`config.mk`:
```
export PLATFORM = sky130hd
export DESIGN_NAME = http_request_framer_flat
export DESIGN_NICKNAME = d
export VERILOG_FILES = /design/src/hw/rtl/hrf_pkg.sv /design/src/hw/rtl/hrf_rx_if.sv /design/src/hw/rtl/hrf_tx_if.sv /design/src/hw/rtl/hrf_parser.sv /design/src/hw/rtl/http_request_framer.sv /design/src/flat_wrapper.sv
export VERILOG_INCLUDE_DIRS = /design/src /design/src/hw/rtl
export SDC_FILE = /design/constraint.sdc
export NUM_CORES = 1
export LEC_CHECK = 0
export BUFFER_PORTS_ARGS = -buffer_cell sky130_fd_sc_hd__buf_4
export CORE_ASPECT_RATIO = 2
export CORE_UTILIZATION = 60
export DETAILED_ROUTE_END_ITERATION = 6
export GPL_TIMING_DRIVEN = 0
export PLACE_DENSITY = 0.8
export SKIP_LAST_GASP = 1
export SLEW_MARGIN = 40
export SYNTH_ARGS = -nofsm -noshare
export SYNTH_HDL_FRONTEND = slang
export SYNTH_SLANG_ARGS = --single-unit
```
`constraint.sdc`:
```
create_clock -name clk_i -period 18.85 [get_ports clk_i]
set_input_delay 3.77 -clock clk_i [delete_from_list [all_inputs] [get_ports clk_i]]
set_output_delay 3.77 -clock clk_i [all_outputs]
set_load 0.01 [all_outputs]
```
`src/hw/rtl/assert_macros.svh`:
```
// Assertion macros shared by the framer RTL.
`ifndef ASSERT_MACROS_SVH
`define ASSERT_MACROS_SVH

// Clocked check, held off while reset is asserted.
`define HRF_ASSERT(label, prop, msg) \
  label: assert property (@(posedge clk_i) disable iff (!rst_ni) prop) else $error(msg);

// Clocked check that also holds during reset.
`define HRF_ASSERT_ALWAYS(label, prop, msg) \
  label: assert property (@(posedge clk_i) prop) else $error(msg);

`endif

```
`src/hw/rtl/hrf_pkg.sv`:
```
// Types, constants and character helpers for the HTTP request framer.
`default_nettype none

package hrf_pkg;

  localparam int unsigned LenW = 31;
  localparam logic [LenW-1:0] MaxBodyReset = 31'd1048576;

  localparam logic [3:0] KeywordLen = 4'd15;
  localparam logic [1:0] TermLast   = 2'd3;

  localparam logic [7:0] CharCr    = 8'h0D;
  localparam logic [7:0] CharLf    = 8'h0A;
  localparam logic [7:0] CharSpace = 8'h20;
  localparam logic [7:0] CharTab   = 8'h09;
  localparam logic [7:0] CharZero  = 8'h30;
  localparam logic [7:0] CharNine  = 8'h39;

  // Progress through the Content-Length value
  typedef enum logic [3:0] {
    VpNone   = 4'b0001,  // keyword not seen yet
    VpSkip   = 4'b0010,  // skipping blanks after the keyword
    VpDigits = 4'b0100,  // reading digits
    VpDone   = 4'b1000   // value finished
  } value_phase_e;

  // One result word
  typedef struct packed {
    logic [7:0] out_byte;
    logic       in_body;
    logic       message_end;
    logic       length_error;
  } hrf_result_t;

  // Character at a position of "Content-Length:"
  function automatic logic [7:0] kw_char(input logic [3:0] idx);
    logic [7:0] c;
    case (idx)
      4'd0:    c = "C";
      4'd1:    c = "o";
      4'd2:    c = "n";
      4'd3:    c = "t";
      4'd4:    c = "e";
      4'd5:    c = "n";
      4'd6:    c = "t";
      4'd7:    c = "-";
      4'd8:    c = "L";
      4'd9:    c = "e";
      4'd10:   c = "n";
      4'd11:   c = "g";
      4'd12:   c = "t";
      4'd13:   c = "h";
      4'd14:   c = ":";
      default: c = 8'h00;
    endcase
    return c;
  endfunction

  // Character at a position of CR LF CR LF
  function automatic logic [7:0] term_char(input logic [1:0] idx);
    return idx[0] ? CharLf : CharCr;
  endfunction

endpackage

`default_nettype wire

```
`src/hw/rtl/hrf_rx_if.sv`:
```
// Input byte channel of the framer.
`default_nettype none

interface hrf_rx_if;
  logic       valid;
  logic       ready;
  logic [7:0] rx_byte;

  modport source (output valid, output rx_byte, input ready);
  modport sink (input valid, input rx_byte, output ready);
endinterface

`default_nettype wire

```
`src/hw/rtl/hrf_tx_if.sv`:
```
// Result channel of the framer: byte plus framing flags.
`default_nettype none

interface hrf_tx_if;
  logic       valid;
  logic       ready;
  logic [7:0] out_byte;
  logic       in_body;
  logic       message_end;
  logic       length_error;

  modport source (output valid, output out_byte, output in_body, output message_end,
                  output length_error, input ready);
  modport sink (input valid, input out_byte, input in_body, input message_end,
                input length_error, output ready);
endinterface

`default_nettype wire

```
`src/hw/rtl/hrf_parser.sv`:
```
// Per-byte framing state: terminator and keyword match, length parse, body count.
`default_nettype none

`include "assert_macros.svh"

module hrf_parser (
  input  wire logic                        clk_i,
  input  wire logic                        rst_ni,
  input  wire logic                        step_i,
  input  wire logic [7:0]                  rx_byte_i,
  input  wire logic [hrf_pkg::LenW-1:0]    max_body_bytes_i,
  output hrf_pkg::hrf_result_t             res_o
);
  import hrf_pkg::*;

  logic             phase_body_q, phase_body_d;
  logic [1:0]       term_match_q, term_match_d;
  logic [3:0]       kw_match_q, kw_match_d;
  value_phase_e     value_phase_q, value_phase_d;
  logic [LenW-1:0]  decl_len_q, decl_len_d;
  logic [LenW-1:0]  body_left_q, body_left_d;
  logic             error_seen_q, error_seen_d;

  logic             is_digit, is_blank;
  logic [LenW+3:0]  acc_wide;
  logic             acc_sat;
  logic [LenW-1:0]  acc_len;
  logic [LenW-1:0]  body_dec;
  logic [3:0]       kw_next;
  logic             hdr_done;
  logic             clear_msg;

  // Byte class and decimal accumulate with saturation
  always_comb begin
    is_digit = (rx_byte_i >= CharZero) && (rx_byte_i <= CharNine);
    is_blank = (rx_byte_i == CharSpace) || (rx_byte_i == CharTab);
    acc_wide = ({4'b0, decl_len_q} << 3) + ({4'b0, decl_len_q} << 1)
             + {{LenW{1'b0}}, rx_byte_i[3:0]};
    acc_sat  = acc_wide > {4'b0, max_body_bytes_i};
    acc_len  = acc_sat ? max_body_bytes_i : acc_wide[LenW-1:0];
    body_dec = (body_left_q != '0) ? body_left_q - 1'b1 : body_left_q;
  end

  // Next state and result for the byte at the input
  always_comb begin
    phase_body_d  = phase_body_q;
    term_match_d  = term_match_q;
    kw_match_d    = kw_match_q;
    value_phase_d = value_phase_q;
    decl_len_d    = decl_len_q;
    body_left_d   = body_left_q;
    error_seen_d  = error_seen_q;
    kw_next       = '0;
    hdr_done      = 1'b0;
    clear_msg     = 1'b0;

    res_o.out_byte     = rx_byte_i;
    res_o.in_body      = phase_body_q;
    res_o.message_end  = 1'b0;
    res_o.length_error = 1'b0;

    if (phase_body_q) begin
      body_left_d = body_dec;
      if (body_dec == '0) begin
        res_o.message_end  = 1'b1;
        res_o.length_error = error_seen_q;
        clear_msg          = 1'b1;
      end
    end else begin
      // length value
      case (value_phase_q)
        VpSkip: begin
          if (!is_blank) begin
            if (!is_digit) begin
              decl_len_d    = '0;
              error_seen_d  = 1'b1;
              value_phase_d = VpDone;
            end else begin
              value_phase_d = VpDigits;
              decl_len_d    = acc_len;
              if (acc_sat) error_seen_d = 1'b1;
            end
          end
        end
        VpDigits: begin
          if (!is_digit) begin
            value_phase_d = VpDone;
          end else begin
            decl_len_d = acc_len;
            if (acc_sat) error_seen_d = 1'b1;
          end
        end
        default: ;
      endcase

      // keyword, first occurrence only
      if (value_phase_q == VpNone) begin
        if ((kw_match_q < KeywordLen) && (rx_byte_i == kw_char(kw_match_q))) begin
          kw_next = kw_match_q + 4'd1;
        end else begin
          kw_next = (rx_byte_i == kw_char(4'd0)) ? 4'd1 : 4'd0;
        end
        if (kw_next >= KeywordLen) begin
          kw_match_d    = '0;
          value_phase_d = VpSkip;
          decl_len_d    = '0;
        end else begin
          kw_match_d = kw_next;
        end
      end

      // blank-line terminator
      if (rx_byte_i == term_char(term_match_q)) begin
        if (term_match_q == TermLast) begin
          hdr_done = 1'b1;
        end else begin
          term_match_d = term_match_q + 2'd1;
        end
      end else begin
        term_match_d = (rx_byte_i == CharCr) ? 2'd1 : 2'd0;
      end

      if (hdr_done) begin
        term_match_d = '0;
        if (value_phase_d == VpSkip) begin
          decl_len_d   = '0;
          error_seen_d = 1'b1;
        end
        if (value_phase_d != VpNone) value_phase_d = VpDone;
        body_left_d = decl_len_d;
        if (decl_len_d == '0) begin
          res_o.message_end  = 1'b1;
          res_o.length_error = error_seen_d;
          clear_msg          = 1'b1;
        end else begin
          phase_body_d = 1'b1;
        end
      end
    end

    // message end: back to a fresh header
    if (clear_msg) begin
      phase_body_d  = 1'b0;
      term_match_d  = '0;
      kw_match_d    = '0;
      value_phase_d = VpNone;
      decl_len_d    = '0;
      body_left_d   = '0;
      error_seen_d  = 1'b0;
    end
  end

  // State registers, advanced once per accepted byte
  always_ff @(posedge clk_i or negedge rst_ni) begin
    if (!rst_ni) begin
      phase_body_q  <= 1'b0;
      term_match_q  <= '0;
      kw_match_q    <= '0;
      value_phase_q <= VpNone;
      decl_len_q    <= '0;
      body_left_q   <= '0;
      error_seen_q  <= 1'b0;
    end else if (step_i) begin
      phase_body_q  <= phase_body_d;
      term_match_q  <= term_match_d;
      kw_match_q    <= kw_match_d;
      value_phase_q <= value_phase_d;
      decl_len_q    <= decl_len_d;
      body_left_q   <= body_left_d;
      error_seen_q  <= error_seen_d;
    end
  end

  `HRF_ASSERT_ALWAYS(a_body_nonzero, phase_body_q |-> body_left_q != '0, "body phase with nothing left")
  `HRF_ASSERT(a_end_clears, step_i && res_o.message_end |=> !phase_body_q && value_phase_q == VpNone && term_match_q == '0, "state not cleared after message end")
  `HRF_ASSERT_ALWAYS(a_no_len_without_kw, value_phase_q == VpNone |-> decl_len_q == '0, "length built before keyword")

endmodule

`default_nettype wire

```
`src/hw/rtl/http_request_framer.sv`:
```
// HTTP request framer top level: handshakes, limit register, result register.
// Takes one request byte per cycle unless the output stalls, and returns it from the result
// register in the following cycle with header/body and message-end flags; a length
// error is flagged on the message-end word. The sustained rate is one byte per clock:
// all matching and the decimal length update for a byte are combinational between the
// framing state registers and the result register, and a new byte is taken whenever
// the result register is empty or being drained. max_body_bytes resets to 1048576 and
// is written through cfg_we_i/cfg_wdata_i; a write takes effect on the next byte.
`default_nettype none

`include "assert_macros.svh"

module http_request_framer (
  input  wire logic                      clk_i,
  input  wire logic                      rst_ni,
  input  wire logic                      cfg_we_i,
  input  wire logic [hrf_pkg::LenW-1:0]  cfg_wdata_i,
  hrf_rx_if.sink                         rx_i,
  hrf_tx_if.source                       tx_o
);
  import hrf_pkg::*;

  logic [LenW-1:0] max_body_q;
  logic            out_valid_q, out_valid_d;
  hrf_result_t     out_res_q;
  hrf_result_t     step_res;
  logic            step;

  // Length limit register
  always_ff @(posedge clk_i or negedge rst_ni) begin
    if (!rst_ni) begin
      max_body_q <= MaxBodyReset;
    end else if (cfg_we_i) begin
      max_body_q <= cfg_wdata_i;
    end
  end

  // Accept while the result register is free or being taken
  assign rx_i.ready = !out_valid_q || tx_o.ready;
  assign step       = rx_i.valid && rx_i.ready;

  hrf_parser u_parser (
    .clk_i            (clk_i),
    .rst_ni           (rst_ni),
    .step_i           (step),
    .rx_byte_i        (rx_i.rx_byte),
    .max_body_bytes_i (max_body_q),
    .res_o            (step_res)
  );

  // Result register
  always_comb begin
    out_valid_d = out_valid_q;
    if (step) begin
      out_valid_d = 1'b1;
    end else if (tx_o.ready) begin
      out_valid_d = 1'b0;
    end
  end

  always_ff @(posedge clk_i or negedge rst_ni) begin
    if (!rst_ni) begin
      out_valid_q <= 1'b0;
    end else begin
      out_valid_q <= out_valid_d;
    end
  end

  always_ff @(posedge clk_i) begin
    if (step) begin
      out_res_q <= step_res;
    end
  end

  assign tx_o.valid        = out_valid_q;
  assign tx_o.out_byte     = out_res_q.out_byte;
  assign tx_o.in_body      = out_res_q.in_body;
  assign tx_o.message_end  = out_res_q.message_end;
  assign tx_o.length_error = out_res_q.length_error;

  `HRF_ASSERT(a_accept_fills, rx_i.valid && rx_i.ready |=> tx_o.valid, "accepted word not presented")
  `HRF_ASSERT(a_err_on_end, tx_o.valid && tx_o.length_error |-> tx_o.message_end, "length error off message end")
  `HRF_ASSERT_ALWAYS(a_ready_when_empty, !out_valid_q |-> rx_i.ready, "stalled with empty result register")

endmodule

`default_nettype wire
```
`src/flat_wrapper.sv`:
```
// flat-port wrapper written by rule: the top's interface ports become plain ports
module http_request_framer_flat import hrf_pkg::*;
  (clk_i, rst_ni, cfg_we_i, cfg_wdata_i, rx_i_valid, rx_i_rx_byte, rx_i_ready, tx_o_valid, tx_o_out_byte, tx_o_in_body, tx_o_message_end, tx_o_length_error, tx_o_ready);
  hrf_rx_if rx_i_i ();
  hrf_tx_if tx_o_i ();
  input  wire logic clk_i;
  input  wire logic rst_ni;
  input  wire logic cfg_we_i;
  input  wire logic [hrf_pkg::LenW-1:0] cfg_wdata_i;
  input wire logic [$bits(rx_i_i.valid)-1:0] rx_i_valid;
  input wire logic [$bits(rx_i_i.rx_byte)-1:0] rx_i_rx_byte;
  output wire logic [$bits(rx_i_i.ready)-1:0] rx_i_ready;
  output wire logic [$bits(tx_o_i.valid)-1:0] tx_o_valid;
  output wire logic [$bits(tx_o_i.out_byte)-1:0] tx_o_out_byte;
  output wire logic [$bits(tx_o_i.in_body)-1:0] tx_o_in_body;
  output wire logic [$bits(tx_o_i.message_end)-1:0] tx_o_message_end;
  output wire logic [$bits(tx_o_i.length_error)-1:0] tx_o_length_error;
  input wire logic [$bits(tx_o_i.ready)-1:0] tx_o_ready;
  assign rx_i_i.valid = rx_i_valid;
  assign rx_i_i.rx_byte = rx_i_rx_byte;
  assign rx_i_ready = rx_i_i.ready;
  assign tx_o_valid = tx_o_i.valid;
  assign tx_o_out_byte = tx_o_i.out_byte;
  assign tx_o_in_body = tx_o_i.in_body;
  assign tx_o_message_end = tx_o_i.message_end;
  assign tx_o_length_error = tx_o_i.length_error;
  assign tx_o_i.ready = tx_o_ready;
  http_request_framer u_core (.clk_i(clk_i), .rst_ni(rst_ni), .cfg_we_i(cfg_we_i), .cfg_wdata_i(cfg_wdata_i), .rx_i(rx_i_i), .tx_o(tx_o_i));
endmodule
```
==> run metrics, run 1 <==
post_cts resized 0; slowest stage delay, CP 560 ps; Post-DRT Antenna Nets 0; # port buffers 55; final worst path period need 11160 ps; largest net degree at the start of global routing 107; Seq/Total Area, Yosys 29.6%; status complete, no violations; initial antenna violation count 0; Diodes inserted 0; DP Area 0.0108 mm2; worst slew pin tran 842 ps; gpl congestion 1.03; Syn Area/Cell 8.06 um2; Startpoint Class primary input; Syn Nets 1397; Distinct cells, synth 79; max-slew violations 0; vias in the first global route 10433; die area 0.0174 mm2; total negative slack 0 ps; # IOs 57; Place WS 7610 ps; Max Fclk 0.0896 GHz; critical-path maximum fanout 10; unrepaired setup endpoints after global routing no; worst setup margin 7690 ps; PD cells 67.4 mW/mm2; Root Buffer clkbuf_16; data arrival time of the critical path 11470 ps; Final HPWL DP 26000 um; final WL 34500 um; number of synthesized flops with an enable pin 11; clk_skew 13.9 ps; die height 185 um; total power 768 uW; Initial Utilization 61.8%; Critical Path End Type flip-flop; hold_ws 458 ps; clk slew on worst S/H paths 60 ps; fin crit share 59.2%; Finished Cell Area 0.0114 mm2; Hold Path Class reg2reg; Syn Std Cell Area 0.0101 mm2; # Post-CTS Setup Buffers 0; Crit Path Class in2reg; CTS buffer count 17; Post-CTS Hold Buffers 0; Avg Vias per Cell 6.86; layout cell share with drive strength beyond 1 9.99%; num rows 66; Placeable Area 0.0164 mm2; first-pass GRT wire length 53900 um; end-of-flow core utilization 69.6%; ys flop type dfrtp_1; Final Net Count 1472; Max stage delay cell, worst path a2111oi_2; WL per Instance 22.3 um; # Max-Cap Violations 0; Post-Syn Instances 1253; CP required 19160 ps; Area Growth Syn to Fin 12.7%; fin cells 1545; drt drc 0; final setup fails 0; Max clock buf depth 2; Initial DRC Count 1009; clk_lat worst skew 430 ps; synth warn 0; Final Hold Fails 0; GR Util All Layers 41.1%; static leakage 5.43 nW; Die Wd 93.7 um; CTS tree yes; # fillers 1390; Max IR drop VDD 92.6 uV; Async SR Flop Fraction 90.6%; # clock sinks 117; synthesized flop and latch total 117; Initial DRT Pass Iterations 7; Slew headroom 43.0%; H-tree levels 4; Placed Cells incl. Taps 1512; grt total ovfl 0; routed via count 10602
-- power breakdown --
| group | leakage [nW] | switching, mW | internal (mW) |
|---|---|---|---|
| Sequential | 1.52 | 0.00828 | 0.265 |
| Combinational | 3.64 | 0.116 | 0.0590 |
| Clock | 0.275 | 0.127 | 0.192 |
| Total | 5.43 | 0.251 | 0.516 |
-- registers in the layout (all words and copies together) (netlist names), 2 cells and up --
register,count
u_core.u_parser.decl_len_q,31
u_core.u_parser.kw_match_q,4
u_core.u_parser.value_phase_q,4
u_core.max_body_q,31
u_core.tx_o.out_byte,8
u_core.u_parser.body_left_q,31
u_core.u_parser.term_match_q,2
-- critical path, delay by kind of cell --
family / cells / cell delay (ps)
muxes: 1 / 470
and+or+nand+nor: 4 / 1010
buffers and inverters: 4 / 800
AOI/OAI and AO/OA: 14 / 4050
adders and majority gates: 3 / 1370
-- cell usage after synthesis, types with 4 or more instances --
cell	n	share of area [%]
nand2_1	157	5.8
o21ai_0	118	5.8
a21oi_1	112	5.6
dfrtp_1	104	26
ha_1	98	12
nor2_1	91	3.4
inv_1	55	2.0
clkbuf_1	52	1.9
nand3_1	35	1.7
xnor2_1	31	2.7
a22o_1	30	2.6
nor3_1	28	1.4
nand4_1	27	1.7
xor2_1	26	2.3
nor4_1	18	1.1
and3_1	17	1.1
o22ai_1	17	1.1
a21o_1	14	1.0
nor2b_1	12	0.74
o211ai_1	12	0.89
edfxtp_1	11	3.3
nand2b_1	11	0.68
a22oi_1	10	0.74
a31oi_1	10	0.62
buf_2	10	0.50
o21ai_2	9	0.78
or3_1	9	0.56
and2_1	7	0.43
a21boi_0	6	0.45
a2bb2oi_1	6	0.52
mux2i_1	6	0.59
nor4b_1	6	0.52
o21a_1	6	0.45
o31ai_1	6	0.45
or4_1	5	0.37
nor3b_1	4	0.30
or2_2	4	0.25
-- cell type report --
class	count	area, um2	share of cell area (%)
Buffer	68	294	2.58
Clock buffer	21	470	4.13
Clock inverter	11	103	0.901
Inverter	55	206	1.81
Multi-Input combinational cell	1013	6620	58.2
Sequential cell	117	2990	26.2
Tap cell	204	255	2.24
Timing Repair Buffer	56	448	3.94
-- worst paths after layout --
path,cells past startpoint,end,slack [ps],from
setup reg to reg,25,u_core.u_parser.body_left_q[9]$_DFFE_PN0P_,10710,u_core.u_parser.decl_len_q[0]$_DFFE_PN0P_
max in group asynchronous,2,u_core.u_parser.phase_body_q$_DFFE_PN0P_,14960,rst_ni
setup / recovery,26,u_core.u_parser.body_left_q[9]$_DFFE_PN0P_,7690,rx_i_rx_byte[3]
hold reg to reg,0,u_core.tx_o.in_body$_DFFE_PP_,460,u_core.u_parser.phase_body_q$_DFFE_PN0P_
hold / removal,0,u_core.tx_o.in_body$_DFFE_PP_,460,u_core.u_parser.phase_body_q$_DFFE_PN0P_
min in group asynchronous,1,u_core.max_body_q[19]$_DFFE_PN0P_,3260,rst_ni
-- per-layer routing --
metal,part of all wire [%],global-route usage [%]
met1,33,42.1
met2,49,69.8
met3,7.8,9.44
met4,9.8,34.5
met5,0,0
-- kinds of logic after synthesis --
| group | after synthesis | share of synthesized area (%) |
|---|---|---|
| and+or+nand+nor | 446 | 21.4 |
| AOI/OAI and AO/OA | 399 | 25.4 |
| buffers and inverters | 123 | 4.96 |
| DFF | 117 | 29.6 |
| adders and majority gates | 102 | 12.7 |
| xor gates and xnor gates | 57 | 4.94 |
| muxes | 9 | 0.929 |
-- layout by cell type, fill, tap and decap left out, types with 12 or more instances in the layout --
cell,netlist,layout
nand2_1,157,157
o21ai_0,118,118
a21oi_1,112,112
dfrtp_1,104,104
ha_1,98,98
nor2_1,91,91
inv_1,55,55
buf_4,1,55
clkbuf_1,52,53
nand3_1,35,35
xnor2_1,31,31
a22o_1,30,30
nor3_1,28,28
nand4_1,27,27
xor2_1,26,26
and3_1,17,17
nor4_1,18,17
o22ai_1,17,17
clkbuf_16,0,17
a21o_1,14,14
o211ai_1,12,12
nor2b_1,12,12
Power figures use the tool's default switching activity.
==> run 2, diff against run 1 <==
- ABC_AREA: unset -> 1
- CORE_UTILIZATION: 60 -> 58
- clock period: 18.85 -> 9.92 ns (I/O delays scaled with it)
==> run 2 against run 1 <==
Compared with the run above:
- synthesized cell count increased by 41%
- count of clock-buffer cells in the layout decreased by 1
- clock power increased by 110%
- critical path type unchanged
- sequential share of layout area decreased by 3.2 points
- critical endpoint is now u_core.u_parser.decl_len_q[11]$_DFFE_PN0P_
==> run metrics, run 2 <==
status complete, no violations; leading cell type in the layout, fill and taps excluded nand2_1; Post-CTS Hold Buffers 0 (unchanged); Max clock buf depth 2 (unchanged); CTS buffer count 17 (unchanged); # clock sinks 117 (unchanged); Placeable Area 0.0195 mm2 (+19%); fin crit share 74.3%; final worst path period need 7370 ps; # fillers 1859 (+34%); Max IR drop VDD 103 uV (+12%); Syn Area/Cell 6.54 um2 (-19%); synthesized flop and latch total 117 (unchanged); Post-synth top cells nand2_1 (520), inv_1 (227), nand3_1 (181), nor2_1 (148), dfrtp_1 (104); worst slew pin tran 770 ps (-71.9 ps); unrepaired setup endpoints after global routing no; compound-gate portion of the synthesized area 11.7% (-14 points); Final HPWL DP 29300 um (+13%); vias in the first global route 12174 (+17%); Distinct cells, synth 54 (-32%); Syn Nets 1915 (+37%); CTS tree yes; Max stage delay cell, worst path fa_1; Post-Syn Instances 1771 (+41%); clk_lat worst skew 450 ps (+20 ps); # port buffers 55 (unchanged); die area 0.0206 mm2 (+18%); simple-gate area share of the yosys netlist 36.9% (+15 points); post-synthesis xor/xnor area fraction 3.63% (-1.3 points); Avg Vias per Cell 5.66 (-17%); gpl congestion 1.00 (-2.6%); num rows 72 (+9.1%); synth warn 0 (unchanged); first-pass GRT wire length 59300 um (+10%); Reg area 0.00299 mm2 (unchanged); die height 202 um (+8.8%); count leader, synth nand2_1; most frequent cells in the layout nand2_1 (520), inv_1 (227), nand3_1 (181); critical-path maximum fanout 10 (unchanged); top-area cell type share of the netlist area 22.5% (-3.3 points); # Max-Cap Violations 0 (unchanged); routed via count 11994 (+13%); Yosys top cell by area dfrtp_1; data arrival time of the critical path 7710 ps (-3760 ps); total power 1.45 mW (+89%); post_cts resized 0 (unchanged); Placed Cells incl. Taps 2085 (+38%); Max Fclk 0.136 GHz; clk_skew 9.87 ps (-4.02 ps); Final Hold Fails 0 (unchanged); H-tree levels 4 (unchanged); multi-input logic area 0.00733 mm2 (+11%); Critical Path End Type flip-flop; synth top area cells dfrtp_1 (22%), nand2_1 (17%), ha_1 (11%); WL per Instance 17.5 um (-21%); Startpoint Class primary input; Area Growth Syn to Fin 12.0%; initial antenna violation count 0 (unchanged); Syn Std Cell Area 0.0116 mm2 (+15%); slowest stage delay, CP 540 ps (-20 ps); Slew headroom 48.7% (+5.7 points); most numerous cell on the critical path nand2_1; max-slew violations 0 (unchanged); Diodes inserted 0 (unchanged); Crit Path Class in2reg; number of synthesized flops with an enable pin 11 (unchanged); drt drc 0 (unchanged); # IOs 57 (unchanged); Final Net Count 1990 (+35%); largest net degree at the start of global routing 107 (unchanged); end-of-flow core utilization 66.6% (-3.0 points); CP required 10260 ps (-8900 ps); Top Registers u_core.max_body_q (31), u_core.u_parser.body_left_q (31), u_core.u_parser.decl_len_q (31); final setup fails 0 (unchanged); PD cells 112 mW/mm2 (+66%); Root Buffer clkbuf_16; ys flop type dfrtp_1; fin cells 2118 (+37%); total negative slack 0 ps (unchanged); GR Util All Layers 38.2% (-2.9 points); Initial DRC Count 725 (-28%); main combinational cell family by area after synthesis simple AND/OR/NAND/NOR gates; # Post-CTS Setup Buffers 0 (unchanged); post-synthesis adder-cell area fraction 10.9% (-1.8 points); Post-DRT Antenna Nets 0 (unchanged); clk slew on worst S/H paths 60 ps (about the same); layout cell share with drive strength beyond 1 11.0% (+0.98 points); grt total ovfl 0 (unchanged); Hold Path Class reg2reg; Initial Utilization 59.5% (-2.2 points); Seq/Total Area, Yosys 25.8% (-3.8 points); Die Wd 102 um (+8.7%); Initial DRT Pass Iterations 5 (-2); mux share of post-synthesis cell area 0.0972% (-0.83 points); final WL 37200 um (+7.8%); Async SR Flop Fraction 90.6% (unchanged); static leakage 7.15 nW (+31%)
[run 2: cell types whose count changed after synthesis, sizes merged, moves of 27 or more]
cell,before,now
nand3,36,186
a21oi,113,86
a22o,30,0
nand2,157,539
nor2,91,163
inv,55,235
[run 2: routing by layer]
layer  routed length [um]  global-route usage [%]  up-vias
met5                    0                       0        -
met4                 3880                    35.9        0
met3                 1820                    9.06      201
met2                19000                    67.0      406
met1                12500                    34.8     5486
li1                     -                       -     5901
[run 2: kinds of logic after synthesis]
family	count (synthesis)
flops	117
buf+inv	295
fa+ha+maj	100
xor+xnor	48
mux	1
simple gates	975
compound gates	235
[run 2: metrics by stage]
step | hold slack [ps] | instance area (um2) | setup WS (ps)
2_1_floorplan | 459 | 11600 | 3660
3_5_place_dp | 485 | 12300 | 2300
6_report | 517 | 13000 | 2550
4_1_cts | 517 | 12900 | 2750
5_1_grt | 561 | 13000 | 2070
3_3_place_gp | 474 | 12300 | 2300
[run 2: worst paths after layout]
path,end,cells past startpoint,slack (ps),from
setup reg to reg,u_core.u_parser.decl_len_q[11]$_DFFE_PN0P_,37,3790,u_core.u_parser.decl_len_q[0]$_DFFE_PN0P_
hold reg to reg,u_core.u_parser.body_left_q[13]$_DFFE_PN0P_,2,520,u_core.u_parser.body_left_q[13]$_DFFE_PN0P_
min in group asynchronous,u_core.u_parser.body_left_q[5]$_DFFE_PN0P_,1,1450,rst_ni
hold / removal,u_core.u_parser.body_left_q[13]$_DFFE_PN0P_,2,520,u_core.u_parser.body_left_q[13]$_DFFE_PN0P_
setup / recovery,u_core.u_parser.decl_len_q[11]$_DFFE_PN0P_,38,2550,rx_i_rx_byte[3]
max in group asynchronous,u_core.u_parser.value_phase_q[0]$_DFFE_PN1P_,2,7790,rst_ni
[run 2: area by class of cell]
cell class	count	area share, %
inverter	235	6.88
timing repair buffer	56	3.45
tap	259	2.50
sequential	117	23.0
multi-input combinational	1359	56.5
buffer	60	2.94
clock buffer	20	3.53
clock inverter	12	1.17
[run 2: worst max-delay path: cells and delay by family]
kind                     cells  cell delay (ps)
buffers and inverters        6             1050
AND/OR/NAND/NOR             27             3000
XOR/XNOR                     1              300
AO/OA/AOI/OAI                1               60
adder cells (fa/ha/maj)      3             1280
[run 2: power by group]
group | internal (mW) | leakage (nW) | total (mW) | switching (mW)
logic | 0.0945 | 5.37 | 0.276 | 0.181
registers | 0.509 | 1.49 | 0.521 | 0.0120
clock network | 0.408 | 0.291 | 0.657 | 0.248
==> run 3, diff against run 2 <==
- clock period: 9.92 -> 6.4 ns (I/O delays scaled with it)
==> run 3 against run 2 <==
Compared with the run above:
- critical path type unchanged
- utilization rose by 0.69 points
- wire length rose by 0.81%
- sequential cell count did not move
- via count rose by 0.41%
- sequential power rose by 55%
- clock power rose by 55%
- non-clock buffer count rose by 1
- the run now ends with negative setup slack left
- largest cell class unchanged
==> run metrics, run 3 (synthesis gave the netlist of run 2 again) <==
status finished with violations; failing checks negative setup slack; Slew headroom 39.1% (-9.6 points); routed via count 12043 (+0.41%); max-slew violations 0 (unchanged); CP required 6740 ps (-3520 ps); Placeable Area 0.0195 mm2 (unchanged); # port buffers 55 (unchanged); Final HPWL DP 29300 um (unchanged); grt total ovfl 0 (unchanged); fin crit share 103%; hold_ws 515 ps (-2.02 ps); layout cell share with drive strength beyond 1 12.2% (+1.2 points); Crit Reg-Reg Endpoint u_core.u_parser.decl_len_q[11]$_DFFE_PN0P_; Final Net Count 1991 (+0.050%); CTS tree yes; CTS buffer count 17 (unchanged); Initial DRT Pass Iterations 6 (+1); Final Hold Fails 0 (unchanged); total negative slack -7800 ps (-7800 ps); drt drc 0 (unchanged); Die Wd 102 um (unchanged); total power 2.27 mW (+56%); Initial DRC Count 760 (+4.8%); Hold Path Class reg2reg; static leakage 7.18 nW (+0.53%); Initial Utilization 59.5% (unchanged); Critical Path End Type flip-flop; PD cells 173 mW/mm2 (+54%); first-pass GRT wire length 59400 um (+0.26%); worst setup margin -208 ps (-2760 ps); clk_skew 8.26 ps (-1.62 ps); Placed Cells incl. Taps 2085 (unchanged); num rows 72 (unchanged); GR Util All Layers 38.4% (+0.17 points); Max stage delay cell, worst path a211oi_1; H-tree levels 4 (unchanged); Critical R2R Launch u_core.u_parser.decl_len_q[0]$_DFFE_PN0P_; Avg Vias per Cell 5.68 (+0.36%); most frequent cells in the layout nand2_1 (515), inv_1 (227), nand3_1 (176); cells on worst reg2reg path 33 (-11%); R2R setup slack 310 ps (-3480 ps); slowest stage delay, CP 710 ps (+170 ps); die height 202 um (unchanged); Top Registers u_core.max_body_q (31), u_core.u_parser.body_left_q (31), u_core.u_parser.decl_len_q (31); Root Buffer clkbuf_16; critical-path maximum fanout 10 (unchanged); Max clock buf depth 2 (unchanged); worst slew pin tran 909 ps (+139 ps); leading cell type in the layout, fill and taps excluded nand2_1; final WL 37500 um (+0.81%); vias in the first global route 12175 (+0.0082%); Max Fclk 0.151 GHz; Startpoint Class primary input; # Max-Cap Violations 0 (unchanged); # clock sinks 117 (unchanged); Post-CTS Hold Buffers 0 (unchanged); clk slew on worst S/H paths 60 ps (about the same); Max IR drop VDD 163 uV (+58%); final worst path period need 6610 ps; final setup fails 43 (+43); WL per Instance 17.7 um (+0.76%); initial antenna violation count 0 (unchanged); CP Capture Point u_core.u_parser.decl_len_q[11]$_DFFE_PN0P_; CP Launch Point rx_i_rx_byte[3]; # fillers 1831 (-1.5%); data arrival time of the critical path 6950 ps (-760 ps); Area Growth Syn to Fin 13.1%; # IOs 57 (unchanged); gpl congestion 1.00 (unchanged); Post-DRT Antenna Nets 0 (unchanged); Crit Path Class in2reg; Diodes inserted 0 (unchanged); largest net degree at the start of global routing 107 (unchanged); fin cells 2119 (+0.047%); clk_lat worst skew 450 ps (about the same); most numerous cell on the critical path nand2_1; die area 0.0206 mm2 (unchanged)
## run 3: metrics by stage
stage	instance area (um2)	worst slack [ps]	util (%)
2_1_floorplan	11600	843	-
3_3_place_gp	12300	-512	63.3
3_5_place_dp	12300	-517	63.3
4_1_cts	12900	43.9	66.5
5_1_grt	13100	-547	67.3
6_report	13100	-208	67.3
## run 3: metal layers
layer | global-route usage (%) | vias up | share of wire, %
met5 | 0 | - | 0
met4 | 35.6 | 0 | 10
met3 | 9.37 | 202 | 5.1
met2 | 67.2 | 455 | 51
met1 | 35.1 | 5487 | 33
li1 | - | 5899 | -
## run 3: repair_timing
action / CTS / global route
setup buffers: 0 / 1
setup endpoints to repair: 37 / 45
pin swaps: 0 / 4
gates resized for setup: 2 / 38
## run 3: where the power goes
part / internal (mW) / leakage (nW) / total (mW) / switching [mW]
logic: 0.152 / 5.41 / 0.436 / 0.284
clock network: 0.633 / 0.291 / 1.02 / 0.392
registers: 0.789 / 1.49 / 0.808 / 0.0188
## run 3: area by class of cell
cell class	count	area (um2)	share of cell area (%)
multi-input combinational	1359	7430	56.7
sequential	117	2990	22.8
inverter	235	892	6.81
clock buffer	20	458	3.49
timing repair buffer	57	455	3.48
buffer	60	410	3.13
tap	259	324	2.47
clock inverter	12	151	1.16
## run 3: worst min path at each step
stage | from | end | slack [ps] | cells past startpoint
floorplan | u_core.u_parser.term_match_q[1]$_DFFE_PN0P_ | u_core.u_parser.term_match_q[1]$_DFFE_PN0P_ | 460 | 2
global placement | u_core.u_parser.term_match_q[1]$_DFFE_PN0P_ | u_core.u_parser.term_match_q[1]$_DFFE_PN0P_ | 470 | 2
detailed placement | u_core.u_parser.term_match_q[1]$_DFFE_PN0P_ | u_core.u_parser.term_match_q[1]$_DFFE_PN0P_ | 480 | 2
CTS | u_core.u_parser.body_left_q[13]$_DFFE_PN0P_ | u_core.u_parser.body_left_q[13]$_DFFE_PN0P_ | 520 | 2
global route | u_core.u_parser.body_left_q[9]$_DFFE_PN0P_ | u_core.u_parser.body_left_q[9]$_DFFE_PN0P_ | 560 | 2
finish | u_core.u_parser.body_left_q[13]$_DFFE_PN0P_ | u_core.u_parser.body_left_q[13]$_DFFE_PN0P_ | 520 | 2
## run 3: worst max-delay path, delay by kind of cell
kind	cells	cell delay (ps)
AND/OR/NAND/NOR	23	2770
buffers and inverters	5	700
adder cells (fa/ha/maj)	3	1250
AO/OA/AOI/OAI	3	940
